File: src/rtl/core/priority_schedule_wait_times_top_assert.svh
// ---------------------------------------------------------------------------
// Assertion macros for the priority scheduler block
// Clocked on clk_i, disabled while rst_ni is low.
// ---------------------------------------------------------------------------
`ifndef PRIORITY_SCHEDULE_WAIT_TIMES_TOP_ASSERT_SVH
`define PRIORITY_SCHEDULE_WAIT_TIMES_TOP_ASSERT_SVH

`ifndef NO_ASSERTIONS

// property must hold at every clock edge out of reset
`define PSWT_ASSERT(lbl, prop, msg) \
  lbl: assert property (@(posedge clk_i) disable iff (!rst_ni) prop) else $error(msg);

// condition must never be true at a clock edge out of reset
`define PSWT_ASSERT_NEVER(lbl, cond, msg) \
  lbl: assert property (@(posedge clk_i) disable iff (!rst_ni) !(cond)) else $error(msg);

`else

`define PSWT_ASSERT(lbl, prop, msg)
`define PSWT_ASSERT_NEVER(lbl, cond, msg)

`endif

`endif

File: src/rtl/core/pswt_pkg.sv
// ---------------------------------------------------------------------------
// pswt_pkg
// Shared types and constants of the priority scheduler block.
// ---------------------------------------------------------------------------
package pswt_pkg;

  // parameter defaults
  localparam int unsigned MaxProcsDef  = 16;
  localparam int unsigned BurstBitsDef = 16;
  localparam int unsigned PrioBitsDef  = 8;

  // fixed field widths
  localparam int unsigned BurstW = 16;
  localparam int unsigned PrioW  = 8;
  localparam int unsigned IdW    = 5;
  localparam int unsigned WaitW  = 20;
  localparam int unsigned TotalW = 24;

  // controller states
  typedef enum logic [1:0] {
    StCollect,
    StFetch,
    StCalc
  } state_e;

  // controller -> datapath commands
  typedef struct packed {
    logic accept;  // request taken this cycle
    logic fetch;   // pop sorted head, start burst read
    logic load;    // compute and load output register
  } cmd_t;

  // datapath -> controller status
  typedef struct packed {
    logic out_free;   // output register can take a result
    logic final_one;  // one process left to emit
  } sts_t;

endpackage

File: src/rtl/core/priority_schedule_wait_times_top.sv
// ---------------------------------------------------------------------------
// priority_schedule_wait_times_top
// Non-preemptive priority scheduler: per-process waiting and turnaround.
// ---------------------------------------------------------------------------
// Input channel (in_valid_i / in_ready_o): one request per process, carrying
// burst time, priority and a last marker. Requests are numbered from 1 in
// arrival order and inserted into a sorted cell row, one per cycle; entries
// beyond MaxProcs are dropped and flagged.
// The request with last_item_i set closes the set. The block then stops
// taking requests and emits one result per stored process on the output
// channel (out_valid_o / out_ready_i), lowest priority value first, equal
// priorities in arrival order. Each result takes a fetch step, which pops the
// sorted head and reads its burst from the burst RAM, then a calc step, which
// adds the burst and loads the output register. The last result carries the
// totals; once it is loaded, requests of the next set are taken even while
// that result still waits on out_ready_i. A stalled receiver holds the
// result in the output register and stalls the emit sequence. Reset empties
// the store and drops any pending output.
// ---------------------------------------------------------------------------
module priority_schedule_wait_times_top #(
  parameter int unsigned MaxProcs  = pswt_pkg::MaxProcsDef,
  parameter int unsigned BurstBits = pswt_pkg::BurstBitsDef,
  parameter int unsigned PrioBits  = pswt_pkg::PrioBitsDef
) (
  input  logic                          clk_i,
  input  logic                          rst_ni,
  input  logic                          in_valid_i,
  output logic                          in_ready_o,
  input  logic [pswt_pkg::BurstW-1:0]   burst_time_i,
  input  logic [pswt_pkg::PrioW-1:0]    priority_value_i,
  input  logic                          last_item_i,
  output logic                          out_valid_o,
  input  logic                          out_ready_i,
  output logic [pswt_pkg::IdW-1:0]      process_id_o,
  output logic [pswt_pkg::BurstW-1:0]   burst_out_o,
  output logic [pswt_pkg::PrioW-1:0]    priority_out_o,
  output logic [pswt_pkg::WaitW-1:0]    waiting_time_o,
  output logic [pswt_pkg::WaitW-1:0]    turnaround_time_o,
  output logic [pswt_pkg::TotalW-1:0]   total_waiting_o,
  output logic [pswt_pkg::TotalW-1:0]   total_turnaround_o,
  output logic                          overflow_flag_o,
  output logic                          last_result_o
);

  pswt_pkg::cmd_t cmd;
  pswt_pkg::sts_t sts;

  // sequencing
  pswt_ctrl u_ctrl (
    .clk_i       (clk_i),
    .rst_ni      (rst_ni),
    .in_valid_i  (in_valid_i),
    .last_item_i (last_item_i),
    .in_ready_o  (in_ready_o),
    .sts_i       (sts),
    .cmd_o       (cmd)
  );

  // storage, sorting and arithmetic
  pswt_dp #(
    .MaxProcs  (MaxProcs),
    .BurstBits (BurstBits),
    .PrioBits  (PrioBits)
  ) u_dp (
    .clk_i              (clk_i),
    .rst_ni             (rst_ni),
    .burst_time_i       (burst_time_i),
    .priority_value_i   (priority_value_i),
    .cmd_i              (cmd),
    .sts_o              (sts),
    .out_valid_o        (out_valid_o),
    .out_ready_i        (out_ready_i),
    .process_id_o       (process_id_o),
    .burst_out_o        (burst_out_o),
    .priority_out_o     (priority_out_o),
    .waiting_time_o     (waiting_time_o),
    .turnaround_time_o  (turnaround_time_o),
    .total_waiting_o    (total_waiting_o),
    .total_turnaround_o (total_turnaround_o),
    .overflow_flag_o    (overflow_flag_o),
    .last_result_o      (last_result_o)
  );

endmodule

File: src/rtl/core/pswt_ram.sv
// ---------------------------------------------------------------------------
// pswt_ram
// Generic single write port, single read port RAM with registered read.
// ---------------------------------------------------------------------------
module pswt_ram #(
  parameter int unsigned Width = 16,
  parameter int unsigned Depth = 16,
  localparam int unsigned AddrW = (Depth > 1) ? $clog2(Depth) : 1
) (
  input  logic             clk_i,
  input  logic             we_i,
  input  logic [AddrW-1:0] waddr_i,
  input  logic [Width-1:0] wdata_i,
  input  logic             re_i,
  input  logic [AddrW-1:0] raddr_i,
  output logic [Width-1:0] rdata_o
);

  logic [Width-1:0] mem_q [Depth];
  logic [Width-1:0] rdata_q;

  // write port
  always_ff @(posedge clk_i) begin
    if (we_i) begin
      mem_q[waddr_i] <= wdata_i;
    end
  end

  // registered read, holds when not enabled
  always_ff @(posedge clk_i) begin
    if (re_i) begin
      rdata_q <= mem_q[raddr_i];
    end
  end

  assign rdata_o = rdata_q;

endmodule

File: src/rtl/core/pswt_ctrl.sv
// ---------------------------------------------------------------------------
// pswt_ctrl
// Controller: collects requests, then sequences the pop / compute steps of
// each scheduled result.
// ---------------------------------------------------------------------------
`include "priority_schedule_wait_times_top_assert.svh"

module pswt_ctrl (
  input  logic             clk_i,
  input  logic             rst_ni,
  input  logic             in_valid_i,
  input  logic             last_item_i,
  output logic             in_ready_o,
  input  pswt_pkg::sts_t   sts_i,
  output pswt_pkg::cmd_t   cmd_o
);

  pswt_pkg::state_e state_q, state_d;

  // state register
  always_ff @(posedge clk_i or negedge rst_ni) begin
    if (!rst_ni) begin
      state_q <= pswt_pkg::StCollect;
    end else begin
      state_q <= state_d;
    end
  end

  // next state and commands
  always_comb begin
    state_d    = state_q;
    in_ready_o = 1'b0;
    cmd_o      = '0;
    unique case (state_q)
      pswt_pkg::StCollect: begin
        in_ready_o   = 1'b1;
        cmd_o.accept = in_valid_i;
        if (in_valid_i && last_item_i) begin
          state_d = pswt_pkg::StFetch;
        end
      end
      pswt_pkg::StFetch: begin
        cmd_o.fetch = 1'b1;
        state_d     = pswt_pkg::StCalc;
      end
      pswt_pkg::StCalc: begin
        // burst read data is ready; wait for room in the output register
        if (sts_i.out_free) begin
          cmd_o.load = 1'b1;
          state_d    = sts_i.final_one ? pswt_pkg::StCollect : pswt_pkg::StFetch;
        end
      end
      default: begin
        state_d = pswt_pkg::StCollect;
      end
    endcase
  end

  `PSWT_ASSERT(a_load_when_free, cmd_o.load |-> sts_i.out_free, "load into busy output register")
  `PSWT_ASSERT(a_fetch_then_calc, cmd_o.fetch |=> (state_q == pswt_pkg::StCalc), "fetch not followed by calc")
  `PSWT_ASSERT_NEVER(a_accept_alone, cmd_o.accept && (cmd_o.fetch || cmd_o.load), "accept overlaps emit")

endmodule

File: src/rtl/core/pswt_dp.sv
// ---------------------------------------------------------------------------
// pswt_dp
// Datapath: sorted insertion cells, burst store, wait/turnaround
// accumulators and the output register.
// ---------------------------------------------------------------------------
`include "priority_schedule_wait_times_top_assert.svh"

module pswt_dp #(
  parameter int unsigned MaxProcs  = pswt_pkg::MaxProcsDef,
  parameter int unsigned BurstBits = pswt_pkg::BurstBitsDef,
  parameter int unsigned PrioBits  = pswt_pkg::PrioBitsDef
) (
  input  logic                          clk_i,
  input  logic                          rst_ni,
  input  logic [pswt_pkg::BurstW-1:0]   burst_time_i,
  input  logic [pswt_pkg::PrioW-1:0]    priority_value_i,
  input  pswt_pkg::cmd_t                cmd_i,
  output pswt_pkg::sts_t                sts_o,
  output logic                          out_valid_o,
  input  logic                          out_ready_i,
  output logic [pswt_pkg::IdW-1:0]      process_id_o,
  output logic [pswt_pkg::BurstW-1:0]   burst_out_o,
  output logic [pswt_pkg::PrioW-1:0]    priority_out_o,
  output logic [pswt_pkg::WaitW-1:0]    waiting_time_o,
  output logic [pswt_pkg::WaitW-1:0]    turnaround_time_o,
  output logic [pswt_pkg::TotalW-1:0]   total_waiting_o,
  output logic [pswt_pkg::TotalW-1:0]   total_turnaround_o,
  output logic                          overflow_flag_o,
  output logic                          last_result_o
);

  localparam int unsigned BW = (BurstBits < pswt_pkg::BurstW) ? BurstBits : pswt_pkg::BurstW;
  localparam int unsigned PW = (PrioBits < pswt_pkg::PrioW) ? PrioBits : pswt_pkg::PrioW;
  localparam int unsigned IdxW  = (MaxProcs > 1) ? $clog2(MaxProcs) : 1;
  localparam int unsigned CntW  = $clog2(MaxProcs + 1);
  localparam int unsigned WSumW = ((BW > pswt_pkg::WaitW) ? BW : pswt_pkg::WaitW) + 1;
  localparam int unsigned TSumW = pswt_pkg::TotalW + 1;

  typedef struct packed {
    logic [PW-1:0]   prio;
    logic [IdxW-1:0] idx;
  } cell_t;

  cell_t                      cells_q [MaxProcs];
  cell_t                      cells_d [MaxProcs];
  cell_t                      new_cell;
  logic [MaxProcs-1:0]        gt;
  logic [CntW-1:0]            count_q, count_d;
  logic                       room;
  logic                       overflow_q, overflow_d;
  logic [BW-1:0]              burst_in, rd_burst;
  logic [PW-1:0]              prio_in;
  logic [PW-1:0]              head_prio_q;
  logic [IdxW-1:0]            head_idx_q;
  logic [IdxW:0]              id_p1;
  logic [pswt_pkg::WaitW-1:0] wait_q, wait_d, t_val;
  logic [WSumW-1:0]           t_sum;
  logic [pswt_pkg::TotalW-1:0] totw_q, totw_d, tott_q, tott_d, totw_sat, tott_sat;
  logic [TSumW-1:0]           totw_sum, tott_sum;
  logic                       out_valid_q, out_valid_d;

  logic [pswt_pkg::IdW-1:0]    out_id_q;
  logic [pswt_pkg::BurstW-1:0] out_burst_q;
  logic [pswt_pkg::PrioW-1:0]  out_prio_q;
  logic [pswt_pkg::WaitW-1:0]  out_wait_q, out_tat_q;
  logic [pswt_pkg::TotalW-1:0] out_totw_q, out_tott_q;
  logic                        out_ovf_q, out_last_q;

  // input fields, low bits only
  assign burst_in = BW'(burst_time_i);
  assign prio_in  = PW'(priority_value_i);
  assign room     = (count_q < CntW'(MaxProcs));
  assign new_cell = '{prio: prio_in, idx: count_q[IdxW-1:0]};

  // sorted cells: stable insert on accept, shift toward head on fetch
  always_comb begin
    for (int i = 0; i < MaxProcs; i++) begin
      gt[i] = (CntW'(i) >= count_q) || (cells_q[i].prio > prio_in);
    end
    cells_d = cells_q;
    if (cmd_i.accept && room) begin
      if (gt[0]) begin
        cells_d[0] = new_cell;
      end
      for (int i = 1; i < MaxProcs; i++) begin
        if (gt[i]) begin
          cells_d[i] = gt[i-1] ? cells_q[i-1] : new_cell;
        end
      end
    end else if (cmd_i.fetch) begin
      for (int i = 0; i + 1 < MaxProcs; i++) begin
        cells_d[i] = cells_q[i+1];
      end
    end
  end

  always_ff @(posedge clk_i) begin
    cells_q <= cells_d;
    if (cmd_i.fetch) begin
      head_prio_q <= cells_q[0].prio;
      head_idx_q  <= cells_q[0].idx;
    end
  end

  // burst store, read by the sorted head index
  pswt_ram #(
    .Width (BW),
    .Depth (MaxProcs)
  ) u_burst_ram (
    .clk_i   (clk_i),
    .we_i    (cmd_i.accept && room),
    .waddr_i (count_q[IdxW-1:0]),
    .wdata_i (burst_in),
    .re_i    (cmd_i.fetch),
    .raddr_i (cells_q[0].idx),
    .rdata_o (rd_burst)
  );

  // waiting / turnaround with saturation
  assign t_sum    = WSumW'(wait_q) + WSumW'(rd_burst);
  assign t_val    = (t_sum > WSumW'({pswt_pkg::WaitW{1'b1}})) ? '1 : t_sum[pswt_pkg::WaitW-1:0];
  assign totw_sum = TSumW'(totw_q) + TSumW'(wait_q);
  assign tott_sum = TSumW'(tott_q) + TSumW'(t_val);
  assign totw_sat = totw_sum[pswt_pkg::TotalW] ? '1 : totw_sum[pswt_pkg::TotalW-1:0];
  assign tott_sat = tott_sum[pswt_pkg::TotalW] ? '1 : tott_sum[pswt_pkg::TotalW-1:0];
  assign id_p1    = (IdxW+1)'(head_idx_q) + (IdxW+1)'(1);

  // status to controller
  assign sts_o.out_free  = !out_valid_q || out_ready_i;
  assign sts_o.final_one = (count_q == CntW'(1));

  // control next values
  always_comb begin
    count_d     = count_q;
    overflow_d  = overflow_q;
    wait_d      = wait_q;
    totw_d      = totw_q;
    tott_d      = tott_q;
    out_valid_d = out_valid_q;
    if (out_ready_i) begin
      out_valid_d = 1'b0;
    end
    if (cmd_i.accept) begin
      if (room) begin
        count_d = count_q + CntW'(1);
      end else begin
        overflow_d = 1'b1;
      end
    end
    if (cmd_i.load) begin
      out_valid_d = 1'b1;
      count_d     = count_q - CntW'(1);
      if (sts_o.final_one) begin
        overflow_d = 1'b0;
        wait_d     = '0;
        totw_d     = '0;
        tott_d     = '0;
      end else begin
        wait_d = t_val;
        totw_d = totw_sat;
        tott_d = tott_sat;
      end
    end
  end

  always_ff @(posedge clk_i or negedge rst_ni) begin
    if (!rst_ni) begin
      count_q     <= '0;
      overflow_q  <= 1'b0;
      wait_q      <= '0;
      totw_q      <= '0;
      tott_q      <= '0;
      out_valid_q <= 1'b0;
    end else begin
      count_q     <= count_d;
      overflow_q  <= overflow_d;
      wait_q      <= wait_d;
      totw_q      <= totw_d;
      tott_q      <= tott_d;
      out_valid_q <= out_valid_d;
    end
  end

  // output register payload
  always_ff @(posedge clk_i) begin
    if (cmd_i.load) begin
      out_id_q    <= pswt_pkg::IdW'(id_p1);
      out_burst_q <= pswt_pkg::BurstW'(rd_burst);
      out_prio_q  <= pswt_pkg::PrioW'(head_prio_q);
      out_wait_q  <= wait_q;
      out_tat_q   <= t_val;
      out_totw_q  <= sts_o.final_one ? totw_sat : '0;
      out_tott_q  <= sts_o.final_one ? tott_sat : '0;
      out_ovf_q   <= overflow_q;
      out_last_q  <= sts_o.final_one;
    end
  end

  assign out_valid_o        = out_valid_q;
  assign process_id_o       = out_id_q;
  assign burst_out_o        = out_burst_q;
  assign priority_out_o     = out_prio_q;
  assign waiting_time_o     = out_wait_q;
  assign turnaround_time_o  = out_tat_q;
  assign total_waiting_o    = out_totw_q;
  assign total_turnaround_o = out_tott_q;
  assign overflow_flag_o    = out_ovf_q;
  assign last_result_o      = out_last_q;

  `PSWT_ASSERT_NEVER(a_count_range, count_q > CntW'(MaxProcs), "process count above capacity")
  `PSWT_ASSERT_NEVER(a_load_nonempty, cmd_i.load && (count_q == '0), "emit with no process left")
  `PSWT_ASSERT(a_totals_order, out_valid_q && out_last_q |-> out_tott_q >= out_totw_q, "bad totals")

endmodule
File: config.mk
export PLATFORM = sky130hd
export DESIGN_NAME = priority_schedule_wait_times_top
export DESIGN_NICKNAME = d
export VERILOG_FILES = /design/src/rtl/core/pswt_pkg.sv /design/src/rtl/core/priority_schedule_wait_times_top.sv /design/src/rtl/core/pswt_ram.sv /design/src/rtl/core/pswt_ctrl.sv /design/src/rtl/core/pswt_dp.sv
export VERILOG_INCLUDE_DIRS = /design/src /design/src/rtl/core
export SDC_FILE = /design/constraint.sdc
export NUM_CORES = 1
export LEC_CHECK = 0
export ABC_AREA = 0
export ABC_CLOCK_PERIOD_IN_PS = 14400
export BUFFER_PORTS_ARGS = -buffer_cell sky130_fd_sc_hd__buf_2
export CORE_UTILIZATION = 33
export CTS_BUF_LIST = sky130_fd_sc_hd__clkbuf_4 sky130_fd_sc_hd__clkbuf_8
export DETAILED_ROUTE_END_ITERATION = 6
export MAX_ROUTING_LAYER = met4
export PLACE_DENSITY = 0.53
export SLEW_MARGIN = 0
export SYNTH_ARGS = -nofsm -noshare
export SYNTH_HDL_FRONTEND = slang
export SYNTH_SLANG_ARGS = --single-unit
File: constraint.sdc
create_clock -name clk_i -period 14.4 [get_ports clk_i]
set_clock_uncertainty 0.15 [all_clocks]
set_input_delay 1.44 -clock clk_i [delete_from_list [all_inputs] [get_ports clk_i]]
set_output_delay 1.44 -clock clk_i [all_outputs]
set_load 0.02 [all_outputs]
==> impl_metrics.json, run 1 <==
{
  "cts_resized": 0,
  "whs_endpoint": "u_dp.priority_out_o[3]",
  "fmax_mhz": 150,
  "p_seq_share_pct": 36.4,
  "internal_power_mw": 5.01,
  "final_common_cell": "edfxtp_1",
  "io_buffer_count": 149,
  "r2r_end": "u_dp.tott_q[17]",
  "period_share_pct": 46.2,
  "synthFlopType": "edfxtp_1",
  "antenna_left": 0,
  "path_class": "flop to flop",
  "cts.htree.levels": 3,
  "grt_pass1_wl_mm": 133,
  "ys_async_sr_fraction_pct": 11.5,
  "hold_class": "flop to flop",
  "synth_edf_count": 595,
  "ys_seq_area_share_pct": 60.2,
  "reg2reg_depth": 23,
  "die_h_um": 318,
  "layout_common_cells": "595 x edfxtp_1, 285 x nand2_1, 265 x o21ai_0, 182 x ha_1, 148 x buf_2",
  "routed_wl_mm": 86.3,
  "holdPathStages": 0,
  "crit_path_end_kind": "flop",
  "cts_tree": "yes",
  "final.fill_count": 9345,
  "crit_fanout": 17,
  "setup_viol": 0,
  "routedWlPerCell_um": 21.0,
  "grt_usage_pct": 17.4,
  "ys_ff_latch": 672,
  "start_kind": "flop",
  "gp_congestion": 0.879,
  "power.share.clock_pct": 21.6,
  "dieArea_sq_um": 101000,
  "swShare_pct": 39.2,
  "r2r-start": "u_dp.wait_q[0]",
  "synth.distinct_cells": 73,
  "io_pins": 150,
  "crit_arrival_ns": 7.16,
  "dp_hpwl_mm": 57.4,
  "fin_ws_ns": 7.74,
  "route.detailed.drc": 0,
  "hold_buffers": 0,
  "placed_area_sq_um": 35200,
  "synth_fp_nets": 2748,
  "initial_utilization_pct": 33.3,
  "min_period_ns": 6.66,
  "p_leak_nw": 14.7,
  "first_pass_iters": 5,
  "root_buffer": "clkbuf_8",
  "clock_sinks": 672,
  "vdd_drop_max_mv": 0.0942,
  "status": "finished clean",
  "cap_violations": 0,
  "post_cts_buffers": 0,
  "fin_area_sq_um": 37600,
  "clk_pin_slew_worst_paths_ns": 0.07,
  "clkLatencyLatePin_ns": 0.75,
  "grt_pass1_vias": 22000,
  "hold_viol": 0,
  "coreArea_sq_um": 98600,
  "nNetsFinal": 2939,
  "required_ns": 14.90,
  "power.density_nw_per_um2": 219,
  "grt_antenna_before_repair": 5,
  "min-delay-start": "u_dp.head_prio_q[3]",
  "netlist_area_sq_um": 32900,
  "max-clock-path-buffers": 3,
  "areaGrowthSynthToFinish_pct": 14.4,
  "grt_remaining_overflow": 0,
  "avgSynthCellArea_sq_um": 13.0,
  "final_max_slew_viol_count": 0,
  "cts-buffers-inserted": 111,
  "ys.warnings.count": 0,
  "drt_iter0_drc": 1595,
  "grt_max_degree": 283,
  "tns_ns": 0,
  "p_comb_share_pct": 42.0,
  "slew_headroom_pct": 12.8,
  "fp-row-count": 115,
  "die_w_um": 318,
  "post-place-ws_ns": 7.80,
  "syn_inst": 2534,
  "switchingPower_mw": 3.23,
  "layout-drive-gt1-share_pct": 18.3,
  "worst_slew_pin_slew_ns": 1.31,
  "vias_per_cell": 5.16,
  "regToRegSetupSlack_ns": 7.74,
  "rsz0062_at_grt": "no",
  "vias": 21200
}
-- cells by family (layout without fill, tap and decap cells) --
logic type               after synthesis  in the layout  synth area share (%)
multiplexers                         237            237                  10.3
XOR/XNOR                              45             45                  1.20
adder cells (fa/ha/maj)              185            185                  7.11
AND/OR/NAND/NOR                      629            629                  8.45
flip-flops                           672            672                  60.2
other                                  0              3                     0
buffers and inverters                181            464                  2.15
AO/OA/AOI/OAI                        585            585                  10.6
-- synth_stat cells, types with 17 or more instances --
master,count,area share [%]
clkbuf_1,102,1.2
ha_1,182,6.9
nand3_1,37,0.56
mux4_2,80,5.5
nor3_1,27,0.41
o21ai_0,274,4.2
mux2i_1,145,4.4
nor2_1,155,1.8
nand2_1,286,3.3
edfxtp_1,595,54
a21o_1,35,0.80
nor2b_1,27,0.51
inv_1,50,0.57
nand4_1,18,0.34
dfrtp_1,77,5.9
a22o_1,17,0.45
nand2b_1,33,0.63
a21oi_1,131,2.0
o21a_1,37,0.85
xnor2_1,29,0.77
-- power by group through the flow --
stage | Combinational, mW | Sequential (mW) | Clock [mW]
floorplan | 2.42 | 3.03 | 0
finish | 3.46 | 3.01 | 1.78
CTS | 3.46 | 3.01 | 1.84
global route | 3.84 | 3.05 | 1.91
global placement | 3.37 | 3.03 | 0
detailed placement | 3.44 | 3.04 | 0
-- per-stage QoR --
step           hold slack [ns]  cells  utilization (%)  power, mW
3_3_place_gp             0.266   3899             35.7       6.40
2_1_floorplan            0.250   2534                -       5.46
3_5_place_dp             0.261   3899             35.7       6.48
6_report                 0.268   4107             38.1       8.25
4_1_cts                  0.274   4104             38.1       8.30
5_1_grt                  0.282   4107             38.1       8.80
-- worst max path at each step --
stage,startpoint,endpoint,slack [ns]
2_1_floorplan,out_ready_i,u_dp.tott_q[21],8.40
3_3_place_gp,u_dp.wait_q[0],u_dp.tott_q[17],7.83
3_5_place_dp,u_dp.wait_q[0],u_dp.tott_q[17],7.80
4_1_cts,u_dp.wait_q[0],u_dp.tott_q[17],7.75
5_1_grt,u_dp.wait_q[0],u_dp.tott_q[17],7.25
6_report,u_dp.wait_q[0],u_dp.tott_q[17],7.74
-- cell type report --
| cell class | instances | area, sq um | area share [%] |
|---|---|---|---|
| Clock inverter | 51 | 473 | 1.26 |
| Antenna cell | 3 | 7.51 | 0.0200 |
| Sequential cell | 672 | 19800 | 52.7 |
| Timing Repair Buffer | 207 | 1200 | 3.18 |
| Clock buffer | 154 | 1880 | 4.99 |
| Inverter | 52 | 200 | 0.533 |
| Tap cell | 1287 | 1610 | 4.28 |
| Multi-Input combinational cell | 1681 | 12400 | 33.1 |
-- critical path, cell delays in order (launching register included) --
cell and delay, ns:
dfrtp_1 0.44, ha_1 0.23, inv_1 0.08, fa_1 0.38, nor2b_1 0.21, o31a_1 0.21
o21ai_2 0.11, o22ai_1 0.33, or4_1 0.19, o21ai_2 0.12, or2b_4 0.39, nand2b_1 0.16
ha_1 0.20, inv_1 0.07, fa_1 0.38, nand2b_1 0.19, a21oi_1 0.23, o21a_1 0.25
a21oi_1 0.13, nor3_1 0.36, a22o_1 0.26, nor2b_1 1.03, nor2_1 0.18, o31ai_1 0.26
-- flip-flops by register name, summed over array words and instances, names as in the netlist, 2 cells and up --
| name | count |
|---|---|
| u_dp.u_burst_ram.mem_q | 256 |
| u_dp.tott_q | 24 |
| u_dp.head_prio_q | 8 |
| u_dp.total_waiting_o | 24 |
| u_dp.priority_out_o | 8 |
| u_dp.waiting_time_o | 20 |
| u_dp.head_idx_q | 4 |
| u_dp.turnaround_time_o | 20 |
| u_dp.u_burst_ram.rdata_o | 16 |
| u_dp.cells_q | 192 |
| u_dp.process_id_o | 5 |
| u_dp.total_turnaround_o | 24 |
| u_ctrl.state_q | 2 |
| u_dp.totw_q | 24 |
| u_dp.burst_out_o | 16 |
| u_dp.wait_q | 20 |
| u_dp.count_q | 5 |
-- per-layer routing --
metal  vias to the layer above  GRT usage (%)  share of wire (%)
li1                       9985              -                  -
met1                     10600           22.1                 45
met2                       511           28.8                 49
met3                       129           2.60                4.8
met4                         0           5.21                2.0
met5                         -              -                  0
Note: power is estimated with default switching activity, not from simulation.
==> inputs of run 2 (changes only) <==
ABC_CLOCK_PERIOD_IN_PS = 5430   (was 14400)
PLACE_DENSITY = 0.55   (was 0.53)
clock period = 5.43 ns   (was 14.4 ns; I/O delays follow)
==> run 2 against run 1 <==
Against the previous run: via count increased by 2.3%; clock power rose to 2.7 times the previous value; register-to-register slack worse by 7.5 ns; non-clock buffer count grew 56; critical endpoint is now u_dp.total_turnaround_o[23]; total power rose to 2.7 times the previous value; routed wire length is 2.7% higher; sequential cell count is the same; core utilization up 0.58 points; hold slack improved by 0.0010 ns; count of clock-buffer cells in the layout fell by 9; setup slack lost 7.5 ns; cell count up 1.4%.
==> impl_metrics.json, run 2 (synthesized netlist as in run 1, its figures left out) <==
{
  "status": "finished clean",
  "final_common_cell": "edfxtp_1",
  "io_pins": 150,
  "placed_area_sq_um": 35500,
  "largest_register_ffs": 256,
  "max-clock-path-buffers": 3,
  "routed_wl_mm": 88.6,
  "final_max_slew_viol_count": 0,
  "vias": 21700,
  "die_h_um": 318,
  "grt_pass1_vias": 22200,
  "cts_tree": "yes",
  "tns_ns": 0,
  "root_buffer": "clkbuf_8",
  "clock_sinks": 672,
  "layout-drive-gt1-share_pct": 19.6,
  "antenna_left": 0,
  "dieArea_sq_um": 101000,
  "cpMaxStageDelayCell": "or4_1",
  "nNetsFinal": 2996,
  "gr-usage-met1_pct": 23.4,
  "rsz0062_at_grt": "no",
  "hold_slack_ns": 0.269,
  "grt_usage_pct": 17.9,
  "first_pass_iters": 5,
  "io_buffer_count": 149,
  "grt_util_met2_pct": 28.7,
  "die_w_um": 318,
  "cap_violations": 0,
  "drt_iter0_drc": 1714,
  "routedWlPerCell_um": 21.3,
  "path_delay_family": "compound AO/OA/AOI/OAI gates",
  "clk_pin_slew_worst_paths_ns": 0.06,
  "setup_viol": 0,
  "hold_class": "flop to flop",
  "grt_pass1_wl_mm": 136,
  "regMostFlops": "u_dp.u_burst_ram.mem_q",
  "slew_headroom_pct": 18.3,
  "hold_viol": 0,
  "fin_area_sq_um": 38200,
  "grt_remaining_overflow": 0,
  "cts.htree.levels": 3,
  "initial_utilization_pct": 33.3,
  "fmax_mhz": 193,
  "vias_per_cell": 5.21,
  "grtUsageMet3_pct": 2.75,
  "route.detailed.drc": 0,
  "r2r-start": "u_dp.u_burst_ram.rdata_o[0]",
  "crit_start": "u_dp.u_burst_ram.rdata_o[0]",
  "min-delay-start": "u_dp.head_prio_q[7]",
  "layout_common_cells": "595 x edfxtp_1, 285 x nand2_1, 267 x o21ai_0, 181 x ha_1, 148 x buf_2",
  "crit_fanout": 7,
  "min_period_ns": 5.17,
  "vdd_drop_max_mv": 0.296,
  "start_kind": "flop",
  "reg_top3": "u_dp.u_burst_ram.mem_q (256), u_dp.cells_q (192)",
  "power.density_nw_per_um2": 585,
  "path_cells": "ha_1 > inv_1 > fa_1 > nor2b_1 > o31a_1 > o21ai_2 > o22ai_1 > or4_1 > o21ai_2 > or2b_2 > nand2_1 > ha_1 > a211oi_1 > o21ai_0 > a41o_1 > a2111oi_0 > nor2_1 > a21oi_1 > a21oi_1 > and2_1",
  "path_class": "flop to flop",
  "cp_num_buf_inv": 1,
  "period_share_pct": 95.3,
  "coreArea_sq_um": 98600,
  "gp_congestion": 0.897,
  "dp_hpwl_mm": 60.0,
  "p_leak_nw": 15.0,
  "worst_slew_pin_slew_ns": 1.23,
  "required_ns": 5.80,
  "areaGrowthSynthToFinish_pct": 16.1,
  "slowest_delay_ns": 0.43,
  "clkLatencyLatePin_ns": 0.76,
  "crit_path_end_kind": "flop",
  "fp-row-count": 115,
  "grt_max_degree": 300,
  "grt_antenna_before_repair": 5,
  "grt.busiest_layer": "met2",
  "crit_arrival_ns": 5.55,
  "cts-buffers-inserted": 111
}
==> run 2: where the power goes <==
group | internal [mW] | switching [mW]
Sequential | 7.15 | 0.934
Clock | 2.62 | 2.18
Combinational | 3.75 | 5.67
Total | 13.5 | 8.79
==> run 2: final cells by class <==
| type | count | area (sq um) |
|---|---|---|
| fillers | 9319 | 60400 |
| flip-flops and latches | 672 | 19800 |
| multi-input cells | 1682 | 12500 |
| clock buffers | 145 | 1830 |
| repair buffers | 263 | 1680 |
| well taps | 1287 | 1610 |
| clock inverters | 59 | 576 |
| inverters | 52 | 200 |
| diodes | 3 | 7.51 |
==> run 2: final timing paths <==
kind / slack, ns / endpoint / cells after the start
max in group asynchronous: 4.01 / u_dp.wait_q[2] / 3
worst max-delay path: 0.26 / u_dp.total_turnaround_o[23] / 20
min in group asynchronous: 0.46 / u_dp.tott_q[21] / 3
worst min register to register: 0.27 / u_dp.priority_out_o[7] / 0
worst max register to register: 0.26 / u_dp.total_turnaround_o[23] / 20
worst min-delay path: 0.27 / u_dp.priority_out_o[7] / 0
==> run 2: metrics by stage <==
step           setup slack [ns]  power, mW  utilization [%]  cells
2_1_floorplan             0.328       14.5                -   2534
3_3_place_gp              0.132       17.3             36.0   3930
3_5_place_dp             0.0841       17.5             36.0   3930
4_1_cts                  0.0483       22.4             38.6   4154
5_1_grt                  0.0105       23.8             38.7   4163
6_report                  0.255       22.3             38.7   4163
==> run 2: metal layers <==
| layer | wire length, um | part of all wire (%) |
|---|---|---|
| met2 | 42400 | 48 |
| met4 | 2040 | 2.3 |
| met5 | 0 | 0 |
| met3 | 4300 | 4.8 |
| met1 | 39900 | 45 |
==> run 2: timing repair <==
action                                 4_1_cts  5_1_grt
hold buffers                                20        0
resized for setup                            0        7
setup buffers                                0        5
endpoints found under the hold margin      267        0
setup endpoints to repair                    0       46
==> inputs of run 3 (changes only) <==
BUFFER_PORTS_ARGS = default   (was -buffer_cell sky130_fd_sc_hd__buf_2)
DONT_BUFFER_PORTS = 1   (was default)
PLACE_DENSITY = 0.53   (was 0.55)
==> run 3 against run 2 <==
Against the previous run: combinational power fell by 5.5%; global-route usage rose by 0.24 points; core utilization fell by 0.80 points; count of clock-buffer cells in the layout up 6; setup slack improved by 0.011 ns; first-iteration DRC count up 1.3%; clock power shrank 3%; register-to-register slack barely moved; die area unchanged; maximum frequency grew 0.21%; cell area decreased by 2.1%; routed wire length rose by 0.76%; critical path type unchanged; critical endpoint unchanged.
==> impl_metrics.json, run 3 (synthesized netlist as in run 1, its figures left out) <==
{
  "required_ns": 5.81,
  "grt_max_degree": 187,
  "die_h_um": 318,
  "final_max_slew_viol_count": 0,
  "placed_area_sq_um": 34700,
  "nNetsFinal": 2845,
  "die_w_um": 318,
  "vias": 21000,
  "io_pins": 150,
  "slew_headroom_pct": 23.3,
  "cap_violations": 0,
  "dieArea_sq_um": 101000,
  "fin_cells": 4022,
  "p_total_mw": 22.0,
  "root_buffer": "clkbuf_8",
  "routed_wl_mm": 89.3,
  "path_class": "flop to flop",
  "p_leak_nw": 14.4,
  "final_common_cell": "edfxtp_1",
  "drt_iter0_drc": 1737,
  "dp_cells": 3776,
  "initial_utilization_pct": 33.3,
  "grt_pass1_wl_mm": 136,
  "fin_ws_ns": 0.266,
  "min_period_ns": 5.16,
  "grt_remaining_overflow": 0,
  "fin_area_sq_um": 37400,
  "period_share_pct": 95.1,
  "power.density_nw_per_um2": 589,
  "tns_ns": 0,
  "grt_usage_pct": 18.2,
  "crit_path_end_kind": "flop",
  "vias_per_cell": 5.23,
  "route.detailed.drc": 0,
  "gp_congestion": 0.882,
  "clkLatencyLatePin_ns": 0.78,
  "max-clock-path-buffers": 3,
  "worst_slew_pin_slew_ns": 1.14,
  "first_pass_iters": 7,
  "cts_tree": "yes",
  "crit_fanout": 15,
  "vdd_drop_max_mv": 0.285,
  "clock_sinks": 672,
  "register_area_sq_um": 19800,
  "grt_pass1_vias": 21400,
  "dp_hpwl_mm": 59.5,
  "hold_class": "primary input to async pin",
  "areaGrowthSynthToFinish_pct": 13.7,
  "hold_viol": 0,
  "fp-row-count": 115,
  "fmax_mhz": 194,
  "setup_viol": 0,
  "layout_common_cells": "595 x edfxtp_1, 285 x nand2_1, 265 x o21ai_0, 182 x ha_1, 149 x nor2_1",
  "crit_arrival_ns": 5.55,
  "layout-drive-gt1-share_pct": 14.6,
  "post-place-ws_ns": -0.0311,
  "final.fill_count": 9274,
  "coreArea_sq_um": 98600,
  "reg_top3": "u_dp.u_burst_ram.mem_q (256), u_dp.cells_q (192)",
  "grt_antenna_before_repair": 10,
  "routedWlPerCell_um": 22.2,
  "io_buffer_count": 0,
  "status": "finished clean",
  "largest_register_ffs": 256,
  "regMostFlops": "u_dp.u_burst_ram.mem_q",
  "antenna_left": 0,
  "cts-buffers-inserted": 111,
  "start_kind": "flop",
  "rsz0062_at_grt": "no",
  "multi_input_area_sq_um": 12500,
  "cts.htree.levels": 3,
  "clk_pin_slew_worst_paths_ns": 0.07
}
[run 3: final cells by class]
type | count | area share, %
Timing Repair Buffer | 113 | 2.55
Antenna cell | 7 | 0.0469
Clock inverter | 59 | 1.17
Clock buffer | 151 | 5.09
Inverter | 52 | 0.536
Tap cell | 1287 | 4.31
Multi-Input combinational cell | 1681 | 33.3
Sequential cell | 672 | 53.0
[run 3: repair_timing]
action	CTS	global route
endpoints found under the hold margin	457	0
pin swaps	0	2
resized for setup	2	8
setup endpoints to repair	20	45
setup buffers	0	1
hold buffers	28	0
gates cloned	0	0
[run 3: worst max-delay path, stage by stage (launching register included)]
cell and delay (ns):
edfxtp_1 0.41, ha_1 0.23, inv_1 0.07, fa_1 0.18, nor2b_1 0.06, o31a_1 0.27, o21ai_2 0.23, o22ai_2 0.14
or4_1 0.44, o21ai_2 0.09, or2b_4 0.23, nand2_1 0.13, ha_1 0.31, a211oi_1 0.33, o21ai_0 0.20, a41o_1 0.31
a2111oi_1 0.44, nor2_1 0.20, a21oi_2 0.22, a21oi_1 0.08, and2_1 0.18
[run 3: path summary, 6_finish.rpt]
kind,cells past startpoint,endpoint,slack (ns),startpoint
min in group clk_i,3,u_dp.overflow_q,0.21,in_valid_i
max in group asynchronous,2,u_dp.tott_q[17],4.56,rst_ni
worst min-delay path,2,u_ctrl.state_q[0],0.16,rst_ni
worst max register to register,20,u_dp.total_turnaround_o[23],0.27,u_dp.u_burst_ram.rdata_o[0]
worst max-delay path,20,u_dp.total_turnaround_o[23],0.27,u_dp.u_burst_ram.rdata_o[0]
worst min register to register,0,u_dp.priority_out_o[0],0.24,u_dp.head_prio_q[0]
[run 3: stage by stage]
step	utilization, %	hold WS (ns)
3_3_place_gp	35.2	0.101
2_1_floorplan	-	0.0974
4_1_cts	37.9	0.114
5_1_grt	37.9	0.158
3_5_place_dp	35.2	0.101
6_report	37.9	0.159
[run 3: layer usage]
layer / share of wire [%] / GRT usage (%)
met4: 2.2 / 5.40
met2: 48 / 28.8
met3: 5.5 / 3.32
met1: 45 / 23.7
met5: 0 / -
[run 3: power breakdown]
part	switching (mW)	total (mW)	internal (mW)
clock network	2.18	4.67	2.50
logic	5.36	8.90	3.54
registers	1.25	8.43	7.17
